## config.mk

```make
export PLATFORM = sky130hd
export DESIGN_NAME = i2c_master_transaction_sequencer_unit
export DESIGN_NICKNAME = d
export VERILOG_FILES = /design/src/hw/rtl/i2cseq_pkg.sv /design/src/hw/rtl/i2cseq_tx_buf.sv /design/src/hw/rtl/i2cseq_ctrl.sv /design/src/hw/rtl/i2c_master_transaction_sequencer_unit.sv
export SDC_FILE = /design/constraint.sdc
export NUM_CORES = 1
export LEC_CHECK = 0
export ABC_AREA = 1
export ABC_CLOCK_PERIOD_IN_PS = 3350
export BUFFER_PORTS_ARGS = -buffer_cell sky130_fd_sc_hd__buf_2
export CAP_MARGIN = 20
export CORE_ASPECT_RATIO = 0.8
export CORE_MARGIN = 10
export CORE_UTILIZATION = 60
export DETAILED_ROUTE_END_ITERATION = 8
export GPL_ROUTABILITY_DRIVEN = 0
export MAX_ROUTING_LAYER = met4
export PLACE_DENSITY = 0.79
export SYNTH_ARGS = -nofsm -noshare
export SYNTH_HDL_FRONTEND = slang
export SYNTH_SLANG_ARGS = --single-unit
```

## constraint.sdc

```tcl
create_clock -name aclk -period 3.35 [get_ports aclk]
set_input_delay 0.67 -clock aclk [delete_from_list [all_inputs] [get_ports aclk]]
set_output_delay 0.67 -clock aclk [all_outputs]
set_load 0.03 [all_outputs]
```

## src/hw/rtl/i2cseq_pkg.sv

```systemverilog
package i2cseq_pkg;

    // Command codes carried by an input word.
    typedef enum logic [2:0] {
        CMD_PUSH       = 3'd0,
        CMD_BEGIN      = 3'd1,
        CMD_START_SENT = 3'd2,
        CMD_TX_READY   = 3'd3,
        CMD_RX_BYTE    = 3'd4,
        CMD_ARB_LOST   = 3'd5,
        CMD_TICK       = 3'd6
    } cmd_e_t;

    // Action codes carried by a result word.
    typedef enum logic [2:0] {
        ACT_NONE        = 3'd0,
        ACT_START_WRITE = 3'd1,
        ACT_START_READ  = 3'd2,
        ACT_TX_BYTE     = 3'd3,
        ACT_RX_DELIVER  = 3'd4,
        ACT_BUS_RECOVER = 3'd5
    } act_e_t;

    typedef struct packed {
        cmd_e_t      cmd;
        logic [6:0]  slave_addr;
        logic [4:0]  write_count;
        logic [7:0]  read_count;
        logic [7:0]  data_byte;
    } item_t;

    typedef struct packed {
        act_e_t      action;
        logic [7:0]  out_byte;
        logic [6:0]  target_addr;
        logic        issue_stop;
        logic        finished;
        logic        busy_flag;
        logic        rejected;
    } result_t;

    localparam int TIMEOUT_W = 32;
    localparam logic [TIMEOUT_W-1:0] TIMEOUT_RESET = 32'd65535;

endpackage

```

## src/hw/rtl/i2cseq_tx_buf.sv

```systemverilog
module i2cseq_tx_buf #(
    parameter int DEPTH = 16,
    parameter int AW    = 4
) (
    input  logic          aclk,
    input  logic          wr_en,
    input  logic [AW-1:0] wr_addr,
    input  logic [7:0]    wr_data,
    input  logic [AW-1:0] rd_addr,
    output logic [7:0]    rd_data
);

    logic [7:0] mem [DEPTH];
    logic [7:0] rd_data_reg;

    always_ff @(posedge aclk) begin
        if (wr_en) begin
            mem[wr_addr] <= wr_data;
        end
        rd_data_reg <= mem[rd_addr];
    end

    assign rd_data = rd_data_reg;

endmodule

```

## src/hw/rtl/i2cseq_ctrl.sv

```systemverilog
module i2cseq_ctrl #(
    parameter int TX_DEPTH = 16,
    parameter int CW       = 5,
    parameter int AW       = 4
) (
    input  logic                  aclk,
    input  logic                  aresetn,
    input  logic                  step_en,
    input  i2cseq_pkg::item_t     item,
    input  logic [31:0]           timeout_limit,
    input  logic [7:0]            rd_data,
    output i2cseq_pkg::result_t   res,
    output logic                  wr_en,
    output logic [AW-1:0]         wr_addr,
    output logic [7:0]            wr_data,
    output logic [AW-1:0]         rd_addr
);

    import i2cseq_pkg::*;

    logic [CW-1:0] tx_fill_reg,  tx_fill_next;
    logic [CW-1:0] tx_pos_reg,   tx_pos_next;
    logic [CW-1:0] tx_total_reg, tx_total_next;
    logic [7:0]    rx_pos_reg,   rx_pos_next;
    logic [7:0]    rx_total_reg, rx_total_next;
    logic [6:0]    cur_addr_reg, cur_addr_next;
    logic          active_reg,   active_next;
    logic [31:0]   wait_ticks_reg, wait_ticks_next;

    logic          tx_full;
    logic [7:0]    rx_inc;
    logic [CW-1:0] wcount_clamped;

    assign tx_full = (tx_fill_reg == CW'(TX_DEPTH));
    assign rx_inc  = rx_pos_reg + 8'd1;
    assign wcount_clamped = (32'(item.write_count) < 32'(TX_DEPTH))
                          ? CW'(item.write_count) : CW'(TX_DEPTH);

    assign wr_addr = tx_fill_reg[AW-1:0];
    assign wr_data = item.data_byte;
    // The read port follows the position after the current word, so the next
    // transmit byte is already registered when its tx-ready event arrives.
    assign rd_addr = tx_pos_next[AW-1:0];

    always_comb begin
        tx_fill_next    = tx_fill_reg;
        tx_pos_next     = tx_pos_reg;
        tx_total_next   = tx_total_reg;
        rx_pos_next     = rx_pos_reg;
        rx_total_next   = rx_total_reg;
        cur_addr_next   = cur_addr_reg;
        active_next     = active_reg;
        wait_ticks_next = wait_ticks_reg;
        wr_en           = 1'b0;
        res             = '0;
        res.action      = ACT_NONE;

        if (step_en) begin
            unique case (item.cmd)
                CMD_PUSH: begin
                    if (active_reg || tx_full) begin
                        res.rejected = 1'b1;
                    end else begin
                        wr_en        = 1'b1;
                        tx_fill_next = tx_fill_reg + CW'(1);
                    end
                end
                CMD_BEGIN: begin
                    if (active_reg) begin
                        res.rejected = 1'b1;
                    end else begin
                        cur_addr_next   = item.slave_addr;
                        tx_total_next   = wcount_clamped;
                        rx_total_next   = item.read_count;
                        tx_pos_next     = '0;
                        rx_pos_next     = '0;
                        tx_fill_next    = '0;
                        wait_ticks_next = '0;
                        active_next     = 1'b1;
                        res.action = (wcount_clamped != '0 || item.read_count == 8'd0)
                                   ? ACT_START_WRITE : ACT_START_READ;
                    end
                end
                CMD_START_SENT: begin
                    if (active_reg && rx_total_reg == 8'd1 && tx_pos_reg == tx_total_reg) begin
                        res.issue_stop = 1'b1;
                    end
                end
                CMD_TX_READY: begin
                    if (active_reg) begin
                        if (tx_pos_reg < tx_total_reg) begin
                            res.action   = ACT_TX_BYTE;
                            res.out_byte = rd_data;
                            tx_pos_next  = tx_pos_reg + CW'(1);
                        end else if (rx_total_reg != 8'd0) begin
                            res.action  = ACT_START_READ;
                            rx_pos_next = '0;
                        end else begin
                            res.issue_stop = 1'b1;
                            res.finished   = 1'b1;
                            active_next    = 1'b0;
                            tx_pos_next    = '0;
                            rx_total_next  = '0;
                        end
                    end
                end
                CMD_RX_BYTE: begin
                    if (active_reg && tx_pos_reg == tx_total_reg && rx_total_reg != 8'd0) begin
                        res.action   = ACT_RX_DELIVER;
                        res.out_byte = item.data_byte;
                        rx_pos_next  = rx_inc;
                        if (rx_inc < rx_total_reg) begin
                            if (rx_inc == rx_total_reg - 8'd1) begin
                                res.issue_stop = 1'b1;
                            end
                        end else begin
                            res.finished  = 1'b1;
                            active_next   = 1'b0;
                            tx_pos_next   = '0;
                            rx_total_next = '0;
                        end
                    end
                end
                CMD_ARB_LOST: begin
                    if (active_reg) begin
                        res.issue_stop = 1'b1;
                        res.finished   = 1'b1;
                        active_next    = 1'b0;
                    end
                end
                CMD_TICK: begin
                    if (active_reg) begin
                        if (wait_ticks_reg > timeout_limit) begin
                            res.action      = ACT_BUS_RECOVER;
                            res.finished    = 1'b1;
                            active_next     = 1'b0;
                            wait_ticks_next = '0;
                        end else if (wait_ticks_reg != '1) begin
                            wait_ticks_next = wait_ticks_reg + 32'd1;
                        end
                    end
                end
                default: begin
                end
            endcase
        end

        res.target_addr = cur_addr_next;
        res.busy_flag   = active_next;
    end

    always_ff @(posedge aclk) begin
        if (!aresetn) begin
            tx_fill_reg    <= '0;
            tx_pos_reg     <= '0;
            tx_total_reg   <= '0;
            rx_pos_reg     <= '0;
            rx_total_reg   <= '0;
            cur_addr_reg   <= '0;
            active_reg     <= 1'b0;
            wait_ticks_reg <= '0;
        end else begin
            tx_fill_reg    <= tx_fill_next;
            tx_pos_reg     <= tx_pos_next;
            tx_total_reg   <= tx_total_next;
            rx_pos_reg     <= rx_pos_next;
            rx_total_reg   <= rx_total_next;
            cur_addr_reg   <= cur_addr_next;
            active_reg     <= active_next;
            wait_ticks_reg <= wait_ticks_next;
        end
    end

endmodule

```

## src/hw/rtl/i2c_master_transaction_sequencer_unit.sv

```systemverilog
// I2C master write-then-read transaction sequencer. Each input word is either
// a transmit byte push, a begin request (slave address, write count, read
// count) or an event from the bus controller (start sent, transmit ready,
// byte received, arbitration lost, timer tick), and each word produces exactly
// one result word telling the controller what to do next: start in write or
// read mode, transmit a byte, deliver a received byte, request a stop, or
// force bus recovery after the tick timeout. Throughput is one word per clock
// cycle while the result side keeps taking results; an accepted word waits in
// the input register, and its result is written to the result register and
// stays there until it is taken. The decision logic and the transmit buffer's
// registered read port sit between the two registers.
// The input side keeps accepting while a result waits to be taken, as long as
// the input register is empty or moving forward. The timeout limit register
// resets to 65535 and should be written only while the sequencer is idle.
// Transmit buffer contents are undefined after reset until bytes are pushed.
module i2c_master_transaction_sequencer_unit #(
    parameter int TX_DEPTH = 16
) (
    input  logic        aclk,
    input  logic        aresetn,

    input  logic        cfg_we,
    input  logic [31:0] cfg_wdata,

    input  logic        s_valid,
    output logic        s_ready,
    input  logic [2:0]  s_cmd,
    input  logic [6:0]  s_slave_addr,
    input  logic [4:0]  s_write_count,
    input  logic [7:0]  s_read_count,
    input  logic [7:0]  s_data_byte,

    output logic        m_valid,
    input  logic        m_ready,
    output logic [2:0]  m_action,
    output logic [7:0]  m_out_byte,
    output logic [6:0]  m_target_addr,
    output logic        m_issue_stop,
    output logic        m_finished,
    output logic        m_busy_flag,
    output logic        m_rejected
);

    import i2cseq_pkg::*;

    // Counter width holds the depth itself; the address width indexes entries.
    localparam int CW = $clog2(TX_DEPTH + 1);
    localparam int AW = (TX_DEPTH > 1) ? $clog2(TX_DEPTH) : 1;

    logic [TIMEOUT_W-1:0] timeout_limit_reg;

    logic    in_valid_reg;
    item_t   in_item_reg;
    logic    out_valid_reg;
    result_t out_res_reg;

    logic    step;
    result_t step_res;

    logic          wr_en;
    logic [AW-1:0] wr_addr;
    logic [7:0]    wr_data;
    logic [AW-1:0] rd_addr;
    logic [7:0]    rd_data;

    // A word in the input register is processed when the result register is
    // free or being emptied in the same cycle.
    assign step    = in_valid_reg && (!out_valid_reg || m_ready);
    assign s_ready = !in_valid_reg || step;

    always_ff @(posedge aclk) begin
        if (!aresetn) begin
            timeout_limit_reg <= TIMEOUT_RESET;
        end else if (cfg_we) begin
            timeout_limit_reg <= cfg_wdata;
        end
    end

    always_ff @(posedge aclk) begin
        if (!aresetn) begin
            in_valid_reg <= 1'b0;
        end else if (s_valid && s_ready) begin
            in_valid_reg <= 1'b1;
        end else if (step) begin
            in_valid_reg <= 1'b0;
        end
    end

    always_ff @(posedge aclk) begin
        if (s_valid && s_ready) begin
            in_item_reg.cmd         <= cmd_e_t'(s_cmd);
            in_item_reg.slave_addr  <= s_slave_addr;
            in_item_reg.write_count <= s_write_count;
            in_item_reg.read_count  <= s_read_count;
            in_item_reg.data_byte   <= s_data_byte;
        end
    end

    always_ff @(posedge aclk) begin
        if (!aresetn) begin
            out_valid_reg <= 1'b0;
        end else if (step) begin
            out_valid_reg <= 1'b1;
        end else if (m_ready) begin
            out_valid_reg <= 1'b0;
        end
    end

    always_ff @(posedge aclk) begin
        if (step) begin
            out_res_reg <= step_res;
        end
    end

    i2cseq_ctrl #(
        .TX_DEPTH (TX_DEPTH),
        .CW       (CW),
        .AW       (AW)
    ) u_ctrl (
        .aclk          (aclk),
        .aresetn       (aresetn),
        .step_en       (step),
        .item          (in_item_reg),
        .timeout_limit (timeout_limit_reg),
        .rd_data       (rd_data),
        .res           (step_res),
        .wr_en         (wr_en),
        .wr_addr       (wr_addr),
        .wr_data       (wr_data),
        .rd_addr       (rd_addr)
    );

    i2cseq_tx_buf #(
        .DEPTH (TX_DEPTH),
        .AW    (AW)
    ) u_tx_buf (
        .aclk    (aclk),
        .wr_en   (wr_en),
        .wr_addr (wr_addr),
        .wr_data (wr_data),
        .rd_addr (rd_addr),
        .rd_data (rd_data)
    );

    assign m_valid       = out_valid_reg;
    assign m_action      = out_res_reg.action;
    assign m_out_byte    = out_res_reg.out_byte;
    assign m_target_addr = out_res_reg.target_addr;
    assign m_issue_stop  = out_res_reg.issue_stop;
    assign m_finished    = out_res_reg.finished;
    assign m_busy_flag   = out_res_reg.busy_flag;
    assign m_rejected    = out_res_reg.rejected;

endmodule
```

==> Flow_metrics.wiki, run 1 <==
{| class="wikitable"
! Metric !! Value
|-
| Antenna violations before repair || 0
|-
| Core region area || 0.0242 sq mm
|-
| Critical Path End || u_tx_buf.rd_data[3]
|-
| P_leak || between 7 and 8 nW
|-
| RR Startpoint || u_ctrl.rx_pos_reg[2]
|-
| Maximum clock insertion buffer count || 3
|-
| Worst endpoint required time || about 3.8 ns
|-
| Sw power || between 1.5 and 2 mW
|-
| Relative area change from synthesis to final layout || 11.1%
|-
| # hold bufs at CTS || 0
|-
| Measured slew at the worst slew-check pin || 0.851 ns
|-
| Commonest cells in the synthesized netlist || sky130_fd_sc_hd__inv_1 (292), sky130_fd_sc_hd__nand2_1 (280), sky130_fd_sc_hd__edfxtp_1 (181), sky130_fd_sc_hd__nor2_1 (161), sky130_fd_sc_hd__nand3_1 (142)
|-
| Startpoint class of the critical path || register
|-
| Clock insertion delay at the later pin of the skew report || 0.56 ns
|-
| Data arrival at the endpoint of the critical path || roughly 3.6 ns
|-
| Post-route fraction of the period consumed by the critical path || 93.2%
|-
| Leading cell types by total area after synthesis || sky130_fd_sc_hd__edfxtp_1 (37%), sky130_fd_sc_hd__dfxtp_1 (15%), sky130_fd_sc_hd__inv_1 (7.5%)
|-
| Number of port buffers || 91
|-
| Area fraction of the dominant cell type after synthesis || between 30% and 40%
|-
| Pin count of the biggest net entering global routing || 66
|-
| Most common cell on crit path || sky130_fd_sc_hd__nand3_1
|-
| Final number of max-transition violations || 0
|-
| Reg clk slew, reported paths || ~0.060 ns
|-
| Number of DRC violations after detailed-routing iteration 0 || between 1,000 and 1,500
|-
| Antenna viol nets, final || 0
|-
| Setup skew after layout || between 0.01 and 0.015 ns
|-
| Global route total overflow || 0
|-
| Sequential area share after synthesis || between 50% and 60%
|-
| Top fanout value on the critical path || 33
|-
| Type of the most critical hold path || input pin to register
|-
| Setup violators final || 0
|-
| TritonRoute pass-1 iters || 6
|-
| Global routing usage summed across all routing layers || 22.7%
|-
| Number of flip-flops under the largest register name || approximately 130
|-
| Critical path buffer and inverter count || 1
|-
| Die height || 160 um
|-
| Part of the power in the clock network || between 40% and 50%
|-
| Multiplexer area fraction after synthesis || 0%
|-
| Total inserted antenna cells || 0
|-
| Final routed DRC violation total || 0
|-
| Effective utilization at floorplan || between 60% and 70%
|-
| Distinct cells, synth || 47
|-
| Finished layout cell area || around 0.016 sq mm
|-
| Cell-by-cell trace of the critical path || nand2_1, nor2_1, nand4_1, nor2_1, xor2_2, ha_1, a21o_1, nor2_1, nand3_1, nand3_1, nand2_2, nand3_2, buf_12, nand2_1, nand3_1, nand3_1, nand3_1, nand2_1
|-
| Largest incremental delay on the critical path || 0.40 ns
|-
| Number of global-route vias before repair || 11,323
|-
| Post-layout nets || between 1,500 and 2,000
|-
| Cell at the root of the clock tree || sky130_fd_sc_hd__clkbuf_16
|-
| First-pass GRT wire length || 57.6 mm
|-
| Post-synthesis average cell area || between 8 and 9 sq um
|-
| Synthesized-area fraction occupied by ao, oa, aoi and oai cells || under 10%
|-
| Peak Freq || ~320 MHz
|-
| Number of cells traversed by the worst register-to-register path || 18
|-
| Dominant delay contributor by cell family on the critical path || simple AND/OR/NAND/NOR gates
|-
| Post-synthesis instance total || around 1,700
|-
| Slack of the worst reg-to-reg path || between 0.2 and 0.25 ns
|-
| Register bit total from synthesis || between 200 and 300
|-
| Cell-internal power || a little under 6 mW
|-
| Worst-case setup margin in the final layout || 0.227 ns
|-
| Net Count, Synth || ~1,800
|-
| # IOs || a little over 90
|-
| Placed instance area || between 0.015 and 0.02 sq mm
|-
| Worst ir drop on vdd || between 0.5 and 0.6 mV
|-
| Place WS || roughly 0.23 ns
|-
| Post-synthesis adder-cell area fraction || 4.71%
|-
| Reg power frac || 52.4%
|-
| Net Sw Frac || approximately 23%
|-
| Clock tree from TritonCTS || done
|-
| Combinational family with the most area after synthesis || simple AND/OR/NAND/NOR gates
|-
| Post-synthesis cell type with the largest combined area || sky130_fd_sc_hd__edfxtp_1
|-
| Number of hold violations in the final report || 0
|-
| H-tree levels || 1
|-
| Site row count || 51
|-
| Outcome || complete, no violations
|-
| Primary flip-flop cell chosen by synthesis mapping || sky130_fd_sc_hd__edfxtp_1
|-
| Category of the critical setup timing path || register to register
|-
| Hold slack || around 0.28 ns
|-
| Syn. warnings || 0
|-
| Simple-gate share of the synthesized area || roughly 23%
|-
| Kind of end point of the critical path || register
|-
| Die ar. || roughly 0.031 sq mm
|-
| Worst path depth || 18
|-
| Synth Area in XOR/XNOR || under 10%
|-
| Tmin final || 3.12 ns
|-
| Max-capacitance violation count || 0
|-
| Mean routed wirelength per cell || ~17 um
|-
| Combinational power share || 6.2%
|-
| Overall via count from detail_route || about 12,000
|-
| Number of clock sinks || just under 300
|-
| HPWL Detailed || approximately 24 mm
|-
| Power Dens Cells || approximately 470 mW/mm^2
|-
| Count of flip-flops with a built-in enable after synthesis || between 150 and 200
|-
| Detailed-route vias per instance || 5.61
|-
| Horizontal die dimension || roughly 200 um
|-
| Cell type of the slowest stage on the worst timing path || sky130_fd_sc_hd__dfxtp_1
|-
| Launching instance or port of the critical path || u_ctrl.rx_pos_reg[2]
|-
| Share of final-layout standard cells stronger than drive strength 1 || 11.0%
|-
| Utilization after layout || 67.1%
|-
| Number of CTS-inserted buffers || 30
|-
| Remaining max-slew budget at the tightest pin || a little over two fifths
|-
| End of the worst register-to-register path || u_tx_buf.rd_data[3]
|-
| Async set-or-reset flop fraction in the synthesized netlist || 0%
|-
| Drt total wl || 35.5 mm
|-
| Top-count cell post-synth || sky130_fd_sc_hd__inv_1
|-
| Total standard cell area after synthesis || 0.0146 sq mm
|}
## layer usage
layer	GRT usage, %	routed length [um]
met5	-	0
met4	6.46	769
met3	3.62	2970
met2	35.8	16600
met1	29.8	15100
## layout make-up
| type | instances | area (sq um) |
|---|---|---|
| fill | 1890 | 7950 |
| multi-input combinational | 1010 | 5410 |
| inverter | 303 | 1140 |
| timing repair buffer | 109 | 658 |
| sequential | 294 | 7700 |
| clock buffer | 41 | 822 |
| clock inverter | 15 | 114 |
| tap | 318 | 398 |
## layout by cell type (no fill, tap or decap), types with 5 or more instances in the layout
cell type	netlist	final
sky130_fd_sc_hd__dfxtp_1	113	113
sky130_fd_sc_hd__nand3_2	6	7
sky130_fd_sc_hd__a211oi_1	10	10
sky130_fd_sc_hd__or2_2	7	7
sky130_fd_sc_hd__inv_2	9	8
sky130_fd_sc_hd__a22oi_1	9	9
sky130_fd_sc_hd__clkbuf_1	23	8
sky130_fd_sc_hd__buf_2	17	91
sky130_fd_sc_hd__clkinv_1	1	5
sky130_fd_sc_hd__a21oi_1	78	78
sky130_fd_sc_hd__clkbuf_16	0	31
sky130_fd_sc_hd__nor3_1	34	34
sky130_fd_sc_hd__nor2_1	161	161
sky130_fd_sc_hd__o21ai_1	10	10
sky130_fd_sc_hd__nor4_1	7	7
sky130_fd_sc_hd__xor2_1	35	33
sky130_fd_sc_hd__ha_1	55	55
sky130_fd_sc_hd__clkinv_2	0	7
sky130_fd_sc_hd__nand4_1	77	77
sky130_fd_sc_hd__o21ai_0	58	58
sky130_fd_sc_hd__a22o_1	8	8
sky130_fd_sc_hd__inv_1	292	292
sky130_fd_sc_hd__buf_4	7	13
sky130_fd_sc_hd__nand2_1	280	279
sky130_fd_sc_hd__edfxtp_1	181	181
sky130_fd_sc_hd__nand3_1	142	141
## cell families after synthesis
group           count (synthesis)
simple gates                  733
buf+inv                       369
flops                         294
compound gates                184
fa+ha+maj                      55
xor+xnor                       38
## power groups by stage
stage / Combinational (mW) / Sequential [mW] / Clock, mW
after floorplan: 0.306 / 4.08 / 0
after global placement: 0.448 / 4.08 / 0
after detailed placement: 0.465 / 4.09 / 0
after CTS: 0.469 / 4.01 / 3.22
after global routing: 0.537 / 4.02 / 3.38
final: 0.473 / 4.01 / 3.17
## how the worst min path moves through the flow
stage / startpoint / end / slack (ns) / cells after the start
finish: s_read_count[3] / in_item_reg[11] / 0.28 / 1
global route: s_read_count[5] / in_item_reg[13] / 0.27 / 1
CTS: s_read_count[3] / in_item_reg[11] / 0.26 / 1
detailed placement: u_ctrl.tx_total_reg[1] / u_ctrl.tx_total_reg[1] / 0.45 / 2
global placement: u_ctrl.tx_total_reg[1] / u_ctrl.tx_total_reg[1] / 0.45 / 2
floorplan: u_ctrl.tx_total_reg[1] / u_ctrl.tx_total_reg[1] / 0.43 / 2
## what timing repair did
item | in CTS | in global routing
buffers inserted | 0 | 0
endpoints found under the setup margin | 0 | 9
gates resized for setup | 0 | 6
## stage by stage
| step | power (mW) | cells | setup TNS, ns |
|---|---|---|---|
| 2_1_floorplan | 4.38 | 1673 | 0 |
| 3_3_place_gp | 4.53 | 2033 | 0 |
| 3_5_place_dp | 4.55 | 2033 | 0 |
| 4_1_cts | 7.69 | 2089 | 0 |
| 5_1_grt | 7.93 | 2090 | -0.154 |
| 6_report | 7.66 | 2090 | 0 |
(Power assumes the default switching activity.)
==> inputs of run 2 (changes only) <==
--- a/config.mk
+++ b/config.mk
@@ -7,7 +7,7 @@
 export LEC_CHECK = 0
 export ABC_AREA = 1
 export ABC_CLOCK_PERIOD_IN_PS = 3350
-export BUFFER_PORTS_ARGS = -buffer_cell sky130_fd_sc_hd__buf_2
+export BUFFER_PORTS_ARGS = -buffer_cell sky130_fd_sc_hd__buf_4
 export CAP_MARGIN = 20
 export CORE_ASPECT_RATIO = 0.8
 export CORE_MARGIN = 10
==> run 2 against run 1 <==
Register-to-register slack gained 0.05 ns. Sequential power about the same. Maximum frequency up 1.5%. Cell count is essentially flat. Count of clock-buffer cells in the layout is 1 lower.
==> Flow_metrics.wiki, run 2 (synthesis gave the netlist of run 1 again) <==
{| class="wikitable"
! Metric !! Value
|-
| Sw power || about 1.8 mW
|-
| Core region area || ~0.024 sq mm
|-
| Die ar. || roughly 0.031 sq mm
|-
| Data arrival at the endpoint of the critical path || around 3.5 ns
|-
| Site row count || approximately 50
|-
| Cell-internal power || slightly above 6 mW
|-
| Maximum clock insertion buffer count || 3
|-
| Most common library cell in the layout ignoring fill and taps || sky130_fd_sc_hd__inv_1
|-
| Number of DRC violations after detailed-routing iteration 0 || ~1,200
|-
| Startpoint class of the critical path || register
|-
| Final routed DRC violation total || 0
|-
| Antenna viol nets, final || 0
|-
| Type of the most critical hold path || input pin to register
|-
| Slack of the worst reg-to-reg path || about 0.27 ns
|-
| Worst ir drop on vdd || ~0.43 mV
|-
| Effective utilization at floorplan || between 60% and 70%
|-
| Hold slack || 0.282 ns
|-
| Detailed-route vias per instance || 5.63
|-
| Number of flip-flops under the largest register name || about 130
|-
| Post-route fraction of the period consumed by the critical path || between 90% and 100%
|-
| Share of final-layout standard cells stronger than drive strength 1 || around 11%
|-
| Number of hold violations in the final report || 0
|-
| Relative area change from synthesis to final layout || 12.9%
|-
| Post-CTS setup buffer count || 0
|-
| Setup violators final || 0
|-
| Number of port buffers || a little over 90
|-
| Net Sw Frac || between 20 and 25%
|-
| Uppermost layer routed || met4
|-
| TritonRoute pass-1 iters || 6
|-
| Routed length on met1 || about 15 mm
|-
| First-pass GRT wire length || about 58 mm
|-
| Global routing usage summed across all routing layers || between 20% and 30%
|-
| Filler instances || around 1,900
|-
| # IOs || 92
|-
| Outcome || complete, no violations
|-
| Number of CTS-inserted buffers || 29
|-
| Reg clk slew, reported paths || 0.06 ns
|-
| Finished layout cell area || 0.0165 sq mm
|-
| Power Dens Cells || approximately 480 mW/mm^2
|-
| Worst endpoint required time || about 3.8 ns
|-
| Max-capacitance violation count || 0
|-
| P_leak || 7.26 nW
|-
| Placed instance area || around 0.015 sq mm
|-
| Utilization after layout || a little under 70%
|-
| Measured slew at the worst slew-check pin || 0.894 ns
|-
| Pin count of the biggest net entering global routing || 66
|-
| Drt total wl || about 36 mm
|-
| Top fanout value on the critical path || 65
|-
| Post-layout nets || 1,871
|-
| Combinational power share || around 6.4%
|-
| Met3 Wirelength || between 2 and 3 mm
|-
| Overall via count from detail_route || roughly 12,000
|-
| Kind of end point of the critical path || register
|-
| Final number of max-transition violations || 0
|-
| Antenna violations before repair || 0
|-
| Horizontal die dimension || approximately 200 um
|-
| Global route total overflow || 0
|-
| Highest-count cells in the layout ignoring fill and taps || sky130_fd_sc_hd__inv_1 (292), sky130_fd_sc_hd__nand2_1 (279), sky130_fd_sc_hd__edfxtp_1 (181), sky130_fd_sc_hd__nor2_1 (160), sky130_fd_sc_hd__nand3_1 (141)
|-
| H-tree levels || 1
|-
| Cell at the root of the clock tree || sky130_fd_sc_hd__clkbuf_16
|-
| # hold bufs at CTS || 0
|-
| Remaining max-slew budget at the tightest pin || 40.4%
|-
| Tmin final || about 3 ns
|-
| Clock insertion delay at the later pin of the skew report || between 0.5 and 0.6 ns
|-
| Total length of routed met2 wires || 17.0 mm
|-
| HPWL Detailed || around 25 mm
|-
| Peak Freq || approximately 330 MHz
|-
| Part of the power in the clock network || 42.5%
|-
| Die height || between 150 and 200 um
|-
| Setup skew after layout || about 0.012 ns
|-
| Total inserted antenna cells || 0
|-
| Clock tree from TritonCTS || done
|-
| Reg power frac || 51.2%
|-
| Number of global-route vias before repair || 11,408
|-
| Number of clock sinks || approximately 290
|-
| Mean routed wirelength per cell || 17.3 um
|-
| Category of the critical setup timing path || register to register
|}
[run 2: final timing paths]
kind                          start  cells after the start                      to
max            u_ctrl.rx_pos_reg[0]                     18     u_tx_buf.rd_data[7]
max reg2reg    u_ctrl.rx_pos_reg[0]                     18     u_tx_buf.rd_data[7]
min reg2reg  u_ctrl.tx_total_reg[1]                      2  u_ctrl.tx_total_reg[1]
min                 s_read_count[6]                      1         in_item_reg[14]
[run 2: power groups by stage]
stage	sequential (mW)	combinational (mW)	clock [mW]
floorplan	4.08	0.306	0
global placement	4.08	0.475	0
detailed placement	4.09	0.491	0
CTS	4.01	0.497	3.37
global route	4.02	0.560	3.51
finish	4.01	0.499	3.33
[run 2: area by class of cell]
type	instances	area [sq um]	share of cell area, %
Clock buffer	40	818	4.96
Timing Repair Buffer	110	871	5.28
Inverter	303	1140	6.94
Clock inverter	14	159	0.963
Multi-Input combinational cell	1010	5410	32.8
Tap cell	318	398	2.41
Sequential cell	294	7700	46.7
[run 2: critical path, stage by stage, from the launching register on]
cell                      delay [ns]
sky130_fd_sc_hd__dfxtp_1        0.37
sky130_fd_sc_hd__inv_1          0.08
sky130_fd_sc_hd__nor2_1         0.17
sky130_fd_sc_hd__nand4_1        0.14
sky130_fd_sc_hd__nor2_2         0.16
sky130_fd_sc_hd__xor2_2         0.23
sky130_fd_sc_hd__ha_1           0.29
sky130_fd_sc_hd__a21o_1         0.19
sky130_fd_sc_hd__nor2_1         0.14
sky130_fd_sc_hd__nand3_1        0.09
sky130_fd_sc_hd__nand3_1        0.11
sky130_fd_sc_hd__nand2_2        0.10
sky130_fd_sc_hd__nand3_2        0.10
sky130_fd_sc_hd__buf_12         0.25
sky130_fd_sc_hd__nand2_1        0.12
sky130_fd_sc_hd__nand3_1        0.08
sky130_fd_sc_hd__nand3_1        0.10
sky130_fd_sc_hd__nand3_1        0.12
sky130_fd_sc_hd__nand2_1        0.08
[run 2: repair_timing]
action	CTS	global route
resized for setup	0	10
endpoints found under the hold margin	0	0
setup endpoints to repair	0	9
[run 2: metal layers]
layer | up-vias | global-route usage [%]
met3 | 89 | 3.22
li1 | 5663 | -
met4 | 0 | 8.41
met1 | 5474 | 29.9
met2 | 537 | 36.3
met5 | - | -
[run 2: through the flow]
step                      TNS (ns)  setup WS, ns  std cells  total power, mW
after floorplan                  0         0.481       1673             4.38
after global routing      -0.00615      -0.00615       2089             8.09
after detailed placement         0         0.200       2035             4.58
after global placement           0         0.334       2035             4.56
after CTS                        0         0.146       2089             7.87
final                            0         0.274       2089             7.84
